--- config.mk ---
export PLATFORM = sky130hd
export DESIGN_NAME = sensor_packet_deframer_core_flat
export DESIGN_NICKNAME = d
export VERILOG_FILES = /design/src/hdl/spd_pkg.sv /design/src/hdl/spd_byte_if.sv /design/src/hdl/spd_result_if.sv /design/src/hdl/spd_cfg_if.sv /design/src/hdl/spd_cfg_regs.sv /design/src/hdl/spd_frame_align.sv /design/src/hdl/spd_out_stage.sv /design/src/hdl/sensor_packet_deframer_core.sv /design/src/flat_wrapper.sv
export VERILOG_INCLUDE_DIRS = /design/src /design/src/hdl
export SDC_FILE = /design/constraint.sdc
export NUM_CORES = 1
export LEC_CHECK = 0
export ABC_AREA = 1
export BUFFER_PORTS_ARGS = -buffer_cell sky130_fd_sc_hd__buf_2
export CORE_ASPECT_RATIO = 1.5
export CORE_MARGIN = 2
export CORE_UTILIZATION = 55
export DETAILED_ROUTE_END_ITERATION = 12
export PLACE_DENSITY = 0.74
export SYNTH_ARGS = -nofsm -noshare
export SYNTH_HDL_FRONTEND = slang
export SYNTH_SLANG_ARGS = --single-unit
--- constraint.sdc ---
create_clock -name clk -period 5.9 [get_ports clk]
set_input_delay 0.295 -clock clk [delete_from_list [all_inputs] [get_ports clk]]
set_output_delay 0.295 -clock clk [all_outputs]
set_load 0.01 [all_outputs]
--- src/hdl/assert_macros.svh ---
// Assertion helpers shared by the RTL. Each macro expects clk and rst in scope.
`ifndef ASSERT_MACROS_SVH
`define ASSERT_MACROS_SVH

`ifndef NO_ASSERTIONS
`define SPD_ASSERT(label, prop) \
  label: assert property (@(posedge clk) disable iff (rst) (prop)) \
    else $error("assertion failed");
`define SPD_ASSERT_NEXT(label, cond, expr) \
  label: assert property (@(posedge clk) disable iff (rst) (cond) |=> (expr)) \
    else $error("assertion failed");
`else
`define SPD_ASSERT(label, prop)
`define SPD_ASSERT_NEXT(label, cond, expr)
`endif

`endif

--- src/hdl/spd_pkg.sv ---
package spd_pkg;

  localparam int FRAME_LEN = 20;
  localparam int HOLD_LEN  = FRAME_LEN - 1;
  localparam int FILL_W    = $clog2(FRAME_LEN);

  localparam int CFG_INDEX_W = 3;
  localparam int CFG_DATA_W  = 16;

  localparam logic [7:0] HDR_LEN_BYTE  = 8'd19;
  localparam logic [7:0] HDR_SYNC_BYTE = 8'd17;
  localparam logic [7:0] ID_LEFT       = 8'd28;
  localparam logic [7:0] ID_FRONT_LEFT = 8'd29;
  localparam logic [7:0] ID_FRONT_RGT  = 8'd30;
  localparam logic [7:0] ID_RIGHT      = 8'd31;
  localparam logic [7:0] ID_TRAVEL     = 8'd19;
  localparam logic [7:0] ID_INFRARED   = 8'd17;

  typedef enum logic [CFG_INDEX_W-1:0] {
    CFG_THR_LEFT        = 3'd0,
    CFG_THR_FRONT_LEFT  = 3'd1,
    CFG_THR_FRONT_RIGHT = 3'd2,
    CFG_THR_RIGHT       = 3'd3,
    CFG_POLARITY        = 3'd4
  } cfg_index_t;

  typedef struct packed {
    logic [15:0] threshold_left;
    logic [15:0] threshold_front_left;
    logic [15:0] threshold_front_right;
    logic [15:0] threshold_right;
    logic        flag_polarity;
  } cfg_t;

  typedef struct packed {
    logic [15:0]        left_raw;
    logic [15:0]        front_left_raw;
    logic [15:0]        front_right_raw;
    logic [15:0]        right_raw;
    logic signed [15:0] travel;
    logic [7:0]         infrared_code;
  } frame_t;

endpackage

--- src/hdl/spd_byte_if.sv ---
interface spd_byte_if;
  logic       valid;
  logic       ready;
  logic [7:0] rx_byte;

  modport source (output valid, output rx_byte, input ready);
  modport sink (input valid, input rx_byte, output ready);
endinterface

--- src/hdl/spd_result_if.sv ---
interface spd_result_if;
  logic               valid;
  logic               ready;
  logic [15:0]        left_raw;
  logic [15:0]        front_left_raw;
  logic [15:0]        front_right_raw;
  logic [15:0]        right_raw;
  logic               left_flag;
  logic               front_left_flag;
  logic               front_right_flag;
  logic               right_flag;
  logic signed [15:0] travel;
  logic [7:0]         infrared_code;

  modport source (
    output valid, output left_raw, output front_left_raw, output front_right_raw,
    output right_raw, output left_flag, output front_left_flag,
    output front_right_flag, output right_flag, output travel, output infrared_code,
    input ready
  );
  modport sink (
    input valid, input left_raw, input front_left_raw, input front_right_raw,
    input right_raw, input left_flag, input front_left_flag,
    input front_right_flag, input right_flag, input travel, input infrared_code,
    output ready
  );
endinterface

--- src/hdl/spd_cfg_if.sv ---
interface spd_cfg_if;
  logic                             valid;
  logic                             ready;
  logic [spd_pkg::CFG_INDEX_W-1:0]  index;
  logic [spd_pkg::CFG_DATA_W-1:0]   data;

  modport source (output valid, output index, output data, input ready);
  modport sink (input valid, input index, input data, output ready);
endinterface

--- src/hdl/spd_cfg_regs.sv ---
module spd_cfg_regs (
  input  logic           clk,
  input  logic           rst,
  spd_cfg_if.sink        cfg,
  output spd_pkg::cfg_t  regs
);

  assign cfg.ready = 1'b1;

  always_ff @(posedge clk) begin
    if (rst) begin
      regs.threshold_left        <= '0;
      regs.threshold_front_left  <= '0;
      regs.threshold_front_right <= '0;
      regs.threshold_right       <= '0;
      regs.flag_polarity         <= 1'b1;
    end else if (cfg.valid) begin
      case (cfg.index)
        spd_pkg::CFG_THR_LEFT:        regs.threshold_left        <= cfg.data;
        spd_pkg::CFG_THR_FRONT_LEFT:  regs.threshold_front_left  <= cfg.data;
        spd_pkg::CFG_THR_FRONT_RIGHT: regs.threshold_front_right <= cfg.data;
        spd_pkg::CFG_THR_RIGHT:       regs.threshold_right       <= cfg.data;
        spd_pkg::CFG_POLARITY:        regs.flag_polarity         <= cfg.data[0];
        default: begin
        end
      endcase
    end
  end

endmodule

--- src/hdl/spd_frame_align.sv ---
`include "assert_macros.svh"

module spd_frame_align (
  input  logic            clk,
  input  logic            rst,
  spd_byte_if.sink        stream,
  input  logic            hold,
  output logic            hit,
  output spd_pkg::frame_t frame
);

  logic                        s1_valid;
  logic [7:0]                  s1_byte;
  logic [7:0]                  win [spd_pkg::HOLD_LEN];
  logic [spd_pkg::FILL_W-1:0]  fill;
  logic [7:0]                  wsum;

  logic       advance;
  logic       full;
  logic       ids_ok;
  logic       frame_ok;
  logic [7:0] total;

  assign frame_ok     = s1_valid && full && ids_ok && (total == 8'd0);
  assign advance      = s1_valid && !(frame_ok && hold);
  assign stream.ready = !s1_valid || advance;
  assign full         = (fill == spd_pkg::FILL_W'(spd_pkg::HOLD_LEN));
  assign total        = wsum + s1_byte;

  assign ids_ok = (win[0]  == spd_pkg::HDR_LEN_BYTE)  && (win[1]  == spd_pkg::HDR_SYNC_BYTE) &&
                  (win[2]  == spd_pkg::ID_LEFT)       && (win[5]  == spd_pkg::ID_FRONT_LEFT) &&
                  (win[8]  == spd_pkg::ID_FRONT_RGT)  && (win[11] == spd_pkg::ID_RIGHT) &&
                  (win[14] == spd_pkg::ID_TRAVEL)     && (win[17] == spd_pkg::ID_INFRARED);

  assign hit = advance && frame_ok;

  assign frame.left_raw        = {win[3], win[4]};
  assign frame.front_left_raw  = {win[6], win[7]};
  assign frame.front_right_raw = {win[9], win[10]};
  assign frame.right_raw       = {win[12], win[13]};
  assign frame.travel          = {win[15], win[16]};
  assign frame.infrared_code   = win[18];

  always_ff @(posedge clk) begin
    if (rst) begin
      s1_valid <= 1'b0;
    end else if (stream.ready) begin
      s1_valid <= stream.valid;
    end
  end

  always_ff @(posedge clk) begin
    if (stream.ready && stream.valid) begin
      s1_byte <= stream.rx_byte;
    end
  end

  always_ff @(posedge clk) begin
    if (rst) begin
      fill <= '0;
      wsum <= '0;
    end else if (advance) begin
      if (!full) begin
        fill <= fill + 1'b1;
        wsum <= total;
      end else if (hit) begin
        fill <= '0;
        wsum <= '0;
      end else begin
        wsum <= total - win[0];
      end
    end
  end

  // A rejected frame slides down by one byte and keeps the newest byte at the top.
  always_ff @(posedge clk) begin
    if (advance) begin
      if (!full) begin
        win[fill] <= s1_byte;
      end else if (!hit) begin
        for (int k = 0; k < spd_pkg::HOLD_LEN - 1; k++) begin
          win[k] <= win[k+1];
        end
        win[spd_pkg::HOLD_LEN-1] <= s1_byte;
      end
    end
  end

  `SPD_ASSERT(a_fill_range, fill <= spd_pkg::FILL_W'(spd_pkg::HOLD_LEN))
  `SPD_ASSERT_NEXT(a_hit_empties, hit, fill == '0)
  `SPD_ASSERT_NEXT(a_fill_step, advance && !full, fill == $past(fill) + 1'b1)

endmodule

--- src/hdl/spd_out_stage.sv ---
`include "assert_macros.svh"

module spd_out_stage (
  input  logic            clk,
  input  logic            rst,
  input  spd_pkg::cfg_t   regs,
  input  logic            hit,
  input  spd_pkg::frame_t frame,
  output logic            hold,
  spd_result_if.source    result
);

  logic valid;

  assign hold         = valid && !result.ready;
  assign result.valid = valid;

  always_ff @(posedge clk) begin
    if (rst) begin
      valid <= 1'b0;
    end else if (hit) begin
      valid <= 1'b1;
    end else if (result.ready) begin
      valid <= 1'b0;
    end
  end

  always_ff @(posedge clk) begin
    if (hit) begin
      result.left_raw         <= frame.left_raw;
      result.front_left_raw   <= frame.front_left_raw;
      result.front_right_raw  <= frame.front_right_raw;
      result.right_raw        <= frame.right_raw;
      result.travel           <= frame.travel;
      result.infrared_code    <= frame.infrared_code;
      result.left_flag        <= (frame.left_raw > regs.threshold_left) ~^
                                 regs.flag_polarity;
      result.front_left_flag  <= (frame.front_left_raw > regs.threshold_front_left) ~^
                                 regs.flag_polarity;
      result.front_right_flag <= (frame.front_right_raw > regs.threshold_front_right) ~^
                                 regs.flag_polarity;
      result.right_flag       <= (frame.right_raw > regs.threshold_right) ~^
                                 regs.flag_polarity;
    end
  end

  `SPD_ASSERT(a_no_overwrite, hit |-> !hold)

endmodule

--- src/hdl/sensor_packet_deframer_core.sv ---
// Sensor frame deframer: takes one stream byte per cycle and emits one result
// transaction per valid 20-byte frame (fixed header and id bytes, byte sum zero
// modulo 256); a failing frame slides by one byte to regain alignment. A byte
// is captured in an input register, checked against the 19 held bytes in the
// next cycle, and a passing frame is loaded into the result register at the
// end of that cycle unless the stream stalls. Sustained rate is one byte per
// cycle while the stream does not stall. The stream stalls only when the byte
// in the input register completes another valid frame while the previous
// result still waits for the sink.
module sensor_packet_deframer_core (
  input  logic          clk,
  input  logic          rst,
  spd_byte_if.sink      stream,
  spd_cfg_if.sink       cfg,
  spd_result_if.source  result
);

  spd_pkg::cfg_t   regs;
  spd_pkg::frame_t frame;
  logic            hit;
  logic            hold;

  spd_cfg_regs u_cfg_regs (
    .clk  (clk),
    .rst  (rst),
    .cfg  (cfg),
    .regs (regs)
  );

  spd_frame_align u_frame_align (
    .clk    (clk),
    .rst    (rst),
    .stream (stream),
    .hold   (hold),
    .hit    (hit),
    .frame  (frame)
  );

  spd_out_stage u_out_stage (
    .clk    (clk),
    .rst    (rst),
    .regs   (regs),
    .hit    (hit),
    .frame  (frame),
    .hold   (hold),
    .result (result)
  );

endmodule
--- src/flat_wrapper.sv ---
// flat-port wrapper written by rule: the top's interface ports become plain ports
module sensor_packet_deframer_core_flat 
  (clk, rst, stream_valid, stream_rx_byte, stream_ready, cfg_valid, cfg_index, cfg_data, cfg_ready, result_valid, result_left_raw, result_front_left_raw, result_front_right_raw, result_right_raw, result_left_flag, result_front_left_flag, result_front_right_flag, result_right_flag, result_travel, result_infrared_code, result_ready);
  spd_byte_if stream_i ();
  spd_cfg_if cfg_i ();
  spd_result_if result_i ();
  input  logic clk;
  input  logic rst;
  input wire logic [$bits(stream_i.valid)-1:0] stream_valid;
  input wire logic [$bits(stream_i.rx_byte)-1:0] stream_rx_byte;
  output wire logic [$bits(stream_i.ready)-1:0] stream_ready;
  input wire logic [$bits(cfg_i.valid)-1:0] cfg_valid;
  input wire logic [$bits(cfg_i.index)-1:0] cfg_index;
  input wire logic [$bits(cfg_i.data)-1:0] cfg_data;
  output wire logic [$bits(cfg_i.ready)-1:0] cfg_ready;
  output wire logic [$bits(result_i.valid)-1:0] result_valid;
  output wire logic [$bits(result_i.left_raw)-1:0] result_left_raw;
  output wire logic [$bits(result_i.front_left_raw)-1:0] result_front_left_raw;
  output wire logic [$bits(result_i.front_right_raw)-1:0] result_front_right_raw;
  output wire logic [$bits(result_i.right_raw)-1:0] result_right_raw;
  output wire logic [$bits(result_i.left_flag)-1:0] result_left_flag;
  output wire logic [$bits(result_i.front_left_flag)-1:0] result_front_left_flag;
  output wire logic [$bits(result_i.front_right_flag)-1:0] result_front_right_flag;
  output wire logic [$bits(result_i.right_flag)-1:0] result_right_flag;
  output wire logic [$bits(result_i.travel)-1:0] result_travel;
  output wire logic [$bits(result_i.infrared_code)-1:0] result_infrared_code;
  input wire logic [$bits(result_i.ready)-1:0] result_ready;
  assign stream_i.valid = stream_valid;
  assign stream_i.rx_byte = stream_rx_byte;
  assign stream_ready = stream_i.ready;
  assign cfg_i.valid = cfg_valid;
  assign cfg_i.index = cfg_index;
  assign cfg_i.data = cfg_data;
  assign cfg_ready = cfg_i.ready;
  assign result_valid = result_i.valid;
  assign result_left_raw = result_i.left_raw;
  assign result_front_left_raw = result_i.front_left_raw;
  assign result_front_right_raw = result_i.front_right_raw;
  assign result_right_raw = result_i.right_raw;
  assign result_left_flag = result_i.left_flag;
  assign result_front_left_flag = result_i.front_left_flag;
  assign result_front_right_flag = result_i.front_right_flag;
  assign result_right_flag = result_i.right_flag;
  assign result_travel = result_i.travel;
  assign result_infrared_code = result_i.infrared_code;
  assign result_i.ready = result_ready;
  sensor_packet_deframer_core u_core (.clk(clk), .rst(rst), .stream(stream_i), .cfg(cfg_i), .result(result_i));
endmodule
==> metrics.yaml, run 1 <==
place:
  numPortBuffers: 125
  place_hpwl_um: 27200
  finalWeightedCongestion: 0.923
global_routing:
  grt_overflow: 0
  grt_pass1_vias: 10400
  grt_pass1_wl_um: 56600
  track_usage_pct: 26.0
  antenna_found_initial: 0
  grt_max_degree: 93
logic_synthesis:
  synth_area_leaders: "edfxtp_1 (51%), dfxtp_1 (11%), o21ai_0 (7.2%)"
  ys_seq_elements: 332
  ys.warnings.count: 0
  synth.most_common_cell: "inv_1"
  synth_edf_count: 252
  synth.net_count: 1572
  async_reset_ff_share_pct: 0
  synth_top_area_share_pct: 50.6
  synth_area_um2: 14900
  yosys-top-cells-count: "inv_1 (286), edfxtp_1 (252), o21ai_0 (215), nand2_1 (174), a21oi_1 (114)"
  synth_cells: 1459
  syn_avg_cell_area_um2: 10.2
  synth_ff_type: "edfxtp_1"
  yosys.area.top_type: "edfxtp_1"
  synth.yosys.seq_area_share_pct: 61.3
  synth.distinct_cells: 38
sta:
  finalCritPeriodShare_pct: 69.4
  maxSlewViolCount: 0
  hold_violations: 0
  setup_tns_ns: 0
  fin_skew_ns: 0.0180
  tightest_slew_ns: 1.35
  slew_headroom_pct: 9.17
  fin_crit_ns: 4.09
  max_freq_mhz: 244
  setup_violations: 0
  rsz0062_at_grt: "no"
setup_path:
  cp_top_family: "buffers and inverters"
  path_max_fanout: 50
  r2r_cells: 14
  rr_startpoint: "u_core.u_frame_align.s1_byte[0]$_DFFE_PP_"
  crit_top_cell: "nand2_1"
  crit_path_top_delay_cell: "clkinv_2"
  crit_chain: "ha_1 > fa_1 > inv_1 > nand2_1 > nand2_1 > inv_1 > nor2_1 > nand3_1 > nor2_2 > nand2_1 > nor2_1 > nand4_2 > clkinv_2 > buf_4"
  crit_required_ns: 6.09
  setup.worst_path.end_class: "flip-flop"
  crit_type: "reg2reg"
  start_kind: "flip-flop"
  r2r_slack_ns: 1.81
  path_buf_inv: 4
  r2r_end: "u_core.u_out_stage.result.right_raw[4]$_DFFE_PN_"
  max_stage_delay_ns: 0.71
  critPathArrivalTime_ns: 4.29
drt:
  vias_per_cell: 5.52
  routed_wl_um: 37500
  drtPass1Iterations: 6
  drt_iter0_markers: 950
  vias: 10600
  wire_per_inst_um: 19.5
  remaining_drc_errors: 0
  antenna_left: 0
final_layout:
  utilization_pct: 62.9
  n_fill_cell: 2068
  drive_gt1_share_pct: 12.0
  fin_nets: 1681
  area.growth.synth_to_final_pct: 11.8
  antennaDiodeCount: 0
min_path:
  hp-start: "cfg_data[0]"
  hold_path_depth: 3
  hp-class: "in2reg"
  hold_end: "u_core.u_cfg_regs.regs[49]$_SDFFE_PP0P_"
floorplanning:
  num_rows: 73
  initial_core_util_pct: 56.2
  die_w_um: 139
  die_h_um: 206
  coreArea_um2: 26600
  dieArea_um2: 28500
  io_pins: 127
run:
  maxCapViolCount: 0
cts:
  path_clk_slew_ns: 0.06
  htree_num_levels: 1
  cts_root_buf: "clkbuf_16"
  cts_buffer_depth: 3
  post_cts_resized: 0
  tritoncts: "built"
  post_cts_buffers: 0
  numClockSinks: 332
  cts_made_buffers: 29
  clock_latency_ns: 0.57
  ctsHoldBuffers: 9
power_and_ir_drop:
  pwr_density_cell_nw_per_um2: 283
  peakVddDrop_v: 0.000236
  power.leakage_nw: 6.81
status:
  status: "finished, final reports clean"
-- report_power, final --
part	internal (mW)	total [mW]	switching (mW)	leakage [nW]
Combinational	0.114	0.340	0.226	3.45
Sequential	2.54	2.56	0.0200	2.92
Clock	0.993	1.83	0.835	0.440
-- routing by layer --
layer,share of wire [%],routed length [µm],GRT usage (%),vias to the layer above
met5,0,0,0,-
met2,51,19200,47.0,431
met3,6.2,2330,3.50,121
met4,6.0,2250,14.8,0
met1,36,13700,29.7,5015
li1,-,-,-,5065
-- area by class of cell --
class                      instances  area [µm²]  share of cell area, %
inverter                         288        1080                   6.48
clock inverter                    14        97.6                  0.584
multi-input combinational        777        4380                   26.2
clock buffer                      38         800                   4.79
sequential                       332        9170                   54.9
timing repair buffer             140         761                   4.55
tap                              337         422                   2.52
-- how the worst max path moves through the flow --
stage / startpoint / end / slack [ns] / cells past startpoint
CTS: u_core.u_frame_align.s1_byte[0]$_DFFE_PP_ / u_core.u_out_stage.result.right_raw[4]$_DFFE_PN_ / 1.81 / 14
finish: u_core.u_frame_align.s1_byte[0]$_DFFE_PP_ / u_core.u_out_stage.result.right_raw[4]$_DFFE_PN_ / 1.81 / 14
global placement: u_core.u_frame_align.s1_byte[0]$_DFFE_PP_ / u_core.u_out_stage.result.right_raw[4]$_DFFE_PN_ / 1.95 / 14
global route: u_core.u_frame_align.s1_byte[0]$_DFFE_PP_ / u_core.u_out_stage.result.right_raw[7]$_DFFE_PN_ / 1.47 / 14
floorplan: u_core.u_frame_align.s1_byte[0]$_DFFE_PP_ / u_core.u_out_stage.result.front_left_flag$_DFFE_PN_ / 1.56 / 13
detailed placement: u_core.u_frame_align.s1_byte[0]$_DFFE_PP_ / u_core.u_out_stage.result.right_raw[6]$_DFFE_PN_ / 1.82 / 14
-- cells by family after synthesis --
| family | Yosys count | synth area share (%) |
|---|---|---|
| AO/OA/AOI/OAI | 354 | 12.4 |
| XOR/XNOR | 12 | 0.703 |
| adder cells (fa/ha/maj) | 81 | 6.88 |
| buffers and inverters | 350 | 9.38 |
| flip-flops | 332 | 61.3 |
| other | 1 | 0.0251 |
| AND/OR/NAND/NOR | 329 | 9.30 |
-- stage by stage --
step                setup slack (ns)  cells  power, mW  instance area [µm²]  hold WS [ns]
finish                          1.81   1926       4.73                16700        0.0574
global route                    1.47   1926       4.87                16700        0.0731
CTS                             1.81   1926       4.74                16700        0.0457
detailed placement              1.82   1865       2.94                15700         0.438
global placement                1.95   1865       2.93                15700         0.437
floorplan                       1.56   1459       2.84                14900         0.394
-- layout by cell type, fill, tap and decap left out, types with 8 or more instances in the layout --
master and n:
inv_1 284, a21oi_1 114, edfxtp_1 252, nor3_1 12
xor2_1 8, clkbuf_16 29, ha_1 79, nand3_1 33
buf_2 125, nor2_1 86, nand4_1 11, dfxtp_1 80
nand2_1 174, o21ai_0 215, dlygate4sd3_1 9
-- flip-flops by register name, indices dropped and copies added, names as in the netlist, 16 cells and up --
name                                       count
u_core.u_cfg_regs.regs                        65
u_core.u_out_stage.result.front_left_raw      16
u_core.u_out_stage.result.left_raw            16
u_core.u_out_stage.result.front_right_raw     16
u_core.u_out_stage.result.right_raw           16
u_core.u_frame_align.win                     152
u_core.u_out_stage.result.travel              16
-- worst register-to-register path, stage by stage, from the launching register on --
cell      delay, ns
edfxtp_1       0.42
ha_1           0.25
fa_1           0.43
inv_1          0.08
nand2_1        0.05
nand2_1        0.11
inv_1          0.09
nor2_1         0.15
nand3_1        0.15
nor2_2         0.16
nand2_1        0.07
nor2_1         0.15
nand4_2        0.26
clkinv_2       0.71
buf_4          0.60
(Power assumes the default switching activity.)
==> run 2: changes to the inputs <==
CORE_UTILIZATION = 54   (was 55)
PLACE_DENSITY = 0.76   (was 0.74)
clock period = 3.7 ns   (was 5.9 ns; I/O delays follow)
==> metrics.yaml, run 2 (synthesis results as in run 1) <==
status:
  status: "finished, final reports clean"
place:
  placed_cells: 1895
  pre_cts_ws_ns: 0.384
  finalWeightedCongestion: 0.947
  numPortBuffers: 125
  place_hpwl_um: 27800
drt:
  vias_per_cell: 5.57
  drt_iter0_markers: 950
  drtPass1Iterations: 5
  routed_wl_um: 38600
  remaining_drc_errors: 0
  vias: 10900
  antenna_left: 0
  wire_per_inst_um: 19.7
floorplanning:
  io_pins: 127
  initial_core_util_pct: 54.9
  coreArea_um2: 27200
  num_rows: 74
  die_w_um: 140
  dieArea_um2: 29100
  die_h_um: 208
final_layout:
  largest_reg_flops: 152
  final_common_cell: "inv_1"
  utilization_pct: 62.8
  antennaDiodeCount: 0
  drive_gt1_share_pct: 13.6
  area.growth.synth_to_final_pct: 14.4
  largestRegisters: "u_core.u_frame_align.win: 152 flops, u_core.u_cfg_regs.regs: 65 flops"
  n_fill_cell: 2129
  finalNonFillerCells: 1964
  layout_common_cells: "inv_1 (284), edfxtp_1 (252), o21ai_0 (215)"
  fin_nets: 1713
  top_register: "u_core.u_frame_align.win"
power_and_ir_drop:
  totalPowerFinal_mw: 7.83
  pwr_density_cell_nw_per_um2: 458
  power.leakage_nw: 7.01
  peakVddDrop_v: 0.000453
cts:
  path_clk_slew_ns: 0.07
  htree_num_levels: 1
  post_cts_buffers: 0
  cts_made_buffers: 29
  tritoncts: "built"
  numClockSinks: 332
  post_cts_resized: 0
  clock_latency_ns: 0.56
  cts_buffer_depth: 3
  cts_root_buf: "clkbuf_16"
min_path:
  hold_path_depth: 2
  hp-start: "rst"
  hp-class: "in2reg"
  hold_end: "u_core.u_frame_align.wsum[7]$_SDFFE_PP0P_"
sta:
  tightest_slew_ns: 1.28
  layout_setup_ws_ns: 0.350
  slew_headroom_pct: 14.2
  finalCritPeriodShare_pct: 90.5
  rsz0062_at_grt: "no"
  setup_violations: 0
  maxSlewViolCount: 0
  fin_skew_ns: 0.0221
  max_freq_mhz: 299
  hold_violations: 0
  fin_crit_ns: 3.35
  setup_tns_ns: 0
global_routing:
  track_usage_pct: 26.1
  grt_pass1_vias: 10800
  global_route.peak_usage_layer: "met2"
  grtUsageMet3_pct: 3.30
  grt_max_degree: 70
  grt.met1_usage_pct: 30.1
  antenna_found_initial: 0
  grt_overflow: 0
  grt_util_met2_pct: 46.6
  grt_pass1_wl_um: 58600
setup_path:
  critPathArrivalTime_ns: 3.57
  start_kind: "flip-flop"
  r2r_slack_ns: 0.35
  rr_startpoint: "u_core.u_frame_align.s1_byte[0]$_DFFE_PP_"
  crit_required_ns: 3.92
  path_max_fanout: 36
  crit_type: "reg2reg"
  r2r_cells: 13
  setup.worst_path.end_class: "flip-flop"
  r2r_end: "u_core.u_frame_align.win[11][7]$_DFFE_PP_"
run:
  maxCapViolCount: 0
run 2: changes by cell type in the layout (fill, tap and decap cells not counted):
cell           before  now
buf_4               6   29
dlygate4sd3_1       9   16
bufinv_16           1    4
buf_12              0    2
clkinv_1            7    5
clkbuf_1            5    4
clkbuf_16          29   30
clkinv_2            5    4
inv_6               0    1
run 2: worst max-delay path by stage:
stage / start / endpoint / slack [ns] / cells past startpoint
3_3_place_gp: u_core.u_frame_align.s1_byte[0]$_DFFE_PP_ / u_core.u_frame_align.win[11][4]$_DFFE_PP_ / 0.45 / 13
4_1_cts: u_core.u_frame_align.s1_byte[0]$_DFFE_PP_ / u_core.u_frame_align.win[11][7]$_DFFE_PP_ / 0.38 / 13
6_report: u_core.u_frame_align.s1_byte[0]$_DFFE_PP_ / u_core.u_frame_align.win[11][7]$_DFFE_PP_ / 0.35 / 13
2_1_floorplan: u_core.u_frame_align.s1_byte[0]$_DFFE_PP_ / u_core.u_out_stage.result.front_left_flag$_DFFE_PN_ / 0.18 / 13
5_1_grt: u_core.u_frame_align.s1_byte[0]$_DFFE_PP_ / u_core.u_frame_align.win[11][0]$_DFFE_PP_ / 0.12 / 13
3_5_place_dp: u_core.u_frame_align.s1_byte[0]$_DFFE_PP_ / u_core.u_frame_align.win[11][4]$_DFFE_PP_ / 0.38 / 13
run 2: where the power goes:
part	switching [mW]	total (mW)	leakage, nW	internal [mW]
sequential	0.0316	4.08	2.92	4.05
combinational	0.371	0.570	3.59	0.199
clock	1.34	3.18	0.494	1.84
total	1.74	7.83	7.01	6.09
run 2: metrics by stage:
| stage | hold WS [ns] | cell area, µm² |
|---|---|---|
| 6_report | 0.0274 | 17100 |
| 5_1_grt | 0.0258 | 17100 |
| 3_3_place_gp | 0.362 | 15900 |
| 2_1_floorplan | 0.284 | 15000 |
| 4_1_cts | 0.00483 | 17100 |
| 3_5_place_dp | 0.363 | 15900 |
run 2: metal layers:
metal / share of wire (%) / wire [µm] / up-vias
li1: - / - / 5128
met1: 35 / 13700 / 5172
met2: 52 / 19900 / 511
met3: 6.8 / 2620 / 135
met4: 6.1 / 2370 / 0
met5: 0 / 0 / -
run 2: critical path, stage by stage, from the launching register on:
cell and delay, ns:
edfxtp_1 0.42, ha_1 0.25, fa_1 0.48, inv_1 0.12, nand2_1 0.07, nor2_1 0.12, nand2_1 0.06, nor2_1 0.09
nand2_1 0.06, nor2_2 0.14, nand4_2 0.16, nand3_4 0.32, buf_4 0.39, o31ai_1 0.33
run 2: layout make-up:
cell class,instances,area (µm²),share of cell area (%)
clock buffers,38,821,4.80
clock inverters,15,181,1.06
inverters,288,1080,6.34
multi-input cells,777,4380,25.6
flip-flops and latches,332,9170,53.6
well taps,342,428,2.50
repair buffers,172,1040,6.10
run 2: what timing repair did:
item                                    in CTS  in global routing
endpoints found under the setup margin       0                  0
endpoints found under the hold margin       14                  0
hold buffers                                16                  0
==> run 3: changes to the inputs <==
--- a/config.mk
+++ b/config.mk
@@ -13,4 +13,5 @@
 export CORE_UTILIZATION = 54
 export DETAILED_ROUTE_END_ITERATION = 12
+export HOLD_SLACK_MARGIN = 0.12
 export PLACE_DENSITY = 0.76
 export SYNTH_ARGS = -nofsm -noshare
==> constraint.sdc (replaced) <==
create_clock -name clk -period 3.7 [get_ports clk]
set_input_delay 0.74 -clock clk [delete_from_list [all_inputs] [get_ports clk]]
set_output_delay 0.74 -clock clk [all_outputs]
set_load 0.01 [all_outputs]
==> metrics.yaml, run 3 (synthesis results as in run 1) <==
status:
  status: "finished, final reports clean"
power_and_ir_drop:
  seq_power_share_pct: 51.6
  peakVddDrop_v: 0.000547
  pwr_density_cell_nw_per_um2: 465
  p_int_mw: 6.14
  power.leakage_nw: 6.96
  switching_share_pct: 22.3
  pwr-share-clk_pct: 41.4
  power_frac_comb_pct: 7.0
  totalPowerFinal_mw: 7.91
  switchingPower_mw: 1.77
cts:
  cts_made_buffers: 30
  path_clk_slew_ns: 0.06
  htree_num_levels: 1
  tritoncts: "built"
  clock_latency_ns: 0.57
  cts_buffer_depth: 3
  ctsHoldBuffers: 0
  cts_root_buf: "clkbuf_16"
  numClockSinks: 332
floorplanning:
  die_h_um: 208
  num_rows: 74
  dieArea_um2: 29100
  die_w_um: 140
  coreArea_um2: 27200
  io_pins: 127
  initial_core_util_pct: 54.9
run:
  maxCapViolCount: 0
setup_path:
  setup.worst_path.end_class: "primary output"
  critPathArrivalTime_ns: 2.79
  start_kind: "flip-flop"
  crit_top_cell: "nand2_1"
  crit_required_ns: 2.96
  crit_chain: "ha_2 > fa_2 > inv_1 > nand2_1 > nand2_1 > inv_1 > nor2_1 > nand3_1 > nor2_2 > nand2_1 > nor2_2 > nand3_1 > buf_2"
  crit_path_top_delay_cell: "edfxtp_1"
  max_stage_delay_ns: 0.41
  path_max_fanout: 4
  crit_type: "reg2out"
sta:
  max_freq_mhz: 283
  tightest_slew_ns: 1.27
  hold_violations: 0
  fin_crit_ns: 3.53
  rsz0062_at_grt: "no"
  setup_violations: 0
  fin_skew_ns: 0.0198
  setup_tns_ns: 0
  maxSlewViolCount: 0
  finalCritPeriodShare_pct: 95.4
  slew_headroom_pct: 14.5
global_routing:
  grt_pass1_wl_um: 58100
  antenna_found_initial: 0
  grt_overflow: 0
  track_usage_pct: 26.0
  grt_pass1_vias: 10700
  grt_max_degree: 51
drt:
  antenna_left: 0
  drt_iter0_markers: 814
  drtPass1Iterations: 5
  vias_per_cell: 5.60
  remaining_drc_errors: 0
  wire_per_inst_um: 19.6
  vias: 10900
  routed_wl_um: 38200
final_layout:
  largestRegisters: "u_core.u_frame_align.win: 152 flops, u_core.u_cfg_regs.regs: 65 flops"
  drive_gt1_share_pct: 14.2
  top_register: "u_core.u_frame_align.win"
  finish.instance_area_um2: 17000
  n_fill_cell: 2197
  ff_latch_area_um2: 9170
  area.growth.synth_to_final_pct: 13.8
  largest_reg_flops: 152
  finalNonFillerCells: 1951
  final_common_cell: "inv_1"
  layout_common_cells: "inv_1 (283), edfxtp_1 (252), o21ai_0 (215)"
  antennaDiodeCount: 0
  fin_nets: 1698
  multi_input_area_um2: 4380
min_path:
  hp-class: "in2reg"
place:
  placed_cell_area_um2: 15900
  placed_cells: 1894
  finalWeightedCongestion: 0.979
  numPortBuffers: 125
  place_hpwl_um: 27800
## run 3: changes by cell type in the layout (fill, tap and decap cells not counted), sizes merged
cell,previous run,this run
bufinv,4,3
dlygate4sd3,16,0
inv,287,286
clkbuf,38,41
clkinv,11,9
clkinvlp,1,5
## run 3: timing repair
item                                    in CTS  in global routing
gates resized for setup                      0                  4
buffers inserted                             0                  1
endpoints found under the setup margin       0                  1
## run 3: worst paths after layout
check | startpoint | endpoint | slack (ns) | cells past startpoint
setup / recovery | u_core.u_frame_align.s1_byte[0]$_DFFE_PP_ | stream_ready | 0.17 | 13
hold / removal | stream_rx_byte[4] | u_core.u_frame_align.s1_byte[4]$_DFFE_PP_ | 0.35 | 1
setup reg to reg | u_core.u_frame_align.s1_byte[0]$_DFFE_PP_ | u_core.u_frame_align.win[9][3]$_DFFE_PP_ | 0.42 | 12
hold reg to reg | u_core.u_frame_align.win[16][3]$_DFFE_PP_ | u_core.u_out_stage.result.travel[3]$_DFFE_PN_ | 0.45 | 0
## run 3: power by group through the flow
stage | clock network, mW | logic (mW) | registers (mW)
after global placement | 0 | 0.523 | 4.16
after floorplan | 0 | 0.380 | 4.15
after detailed placement | 0 | 0.546 | 4.16
after global routing | 3.44 | 0.628 | 4.08
final | 3.27 | 0.558 | 4.08
after CTS | 3.30 | 0.549 | 4.08
## run 3: final cells by class
| type | instances | area share (%) |
|---|---|---|
| multi-input combinational | 777 | 25.8 |
| timing repair buffer | 156 | 5.19 |
| sequential | 332 | 53.9 |
| tap | 342 | 2.51 |
| clock inverter | 15 | 1.01 |
| inverter | 288 | 6.38 |
| clock buffer | 41 | 5.26 |
## run 3: per-layer routing
layer	vias to the layer above	share of wire [%]	GRT usage, %
li1	5111	-	-
met1	5139	35	29.7
met2	537	51	46.0
met3	147	7.0	3.34
met4	0	6.9	15.9
met5	-	0	0
## run 3: critical path, delay by kind of cell (launching register included)
kind,cells,cell delay [ns]
fa+ha+maj,2,0.63
buf+inv,3,0.30
flops,1,0.41
simple gates,8,0.89
## run 3: through the flow
step	utilization (%)	setup slack [ns]	hold slack (ns)
2_1_floorplan	-	0.175	0.426
3_5_place_dp	58.5	0.374	0.434
3_3_place_gp	58.5	0.519	0.432
6_report	62.5	0.171	0.354
5_1_grt	62.5	0.0604	0.339
4_1_cts	62.5	0.0755	0.337
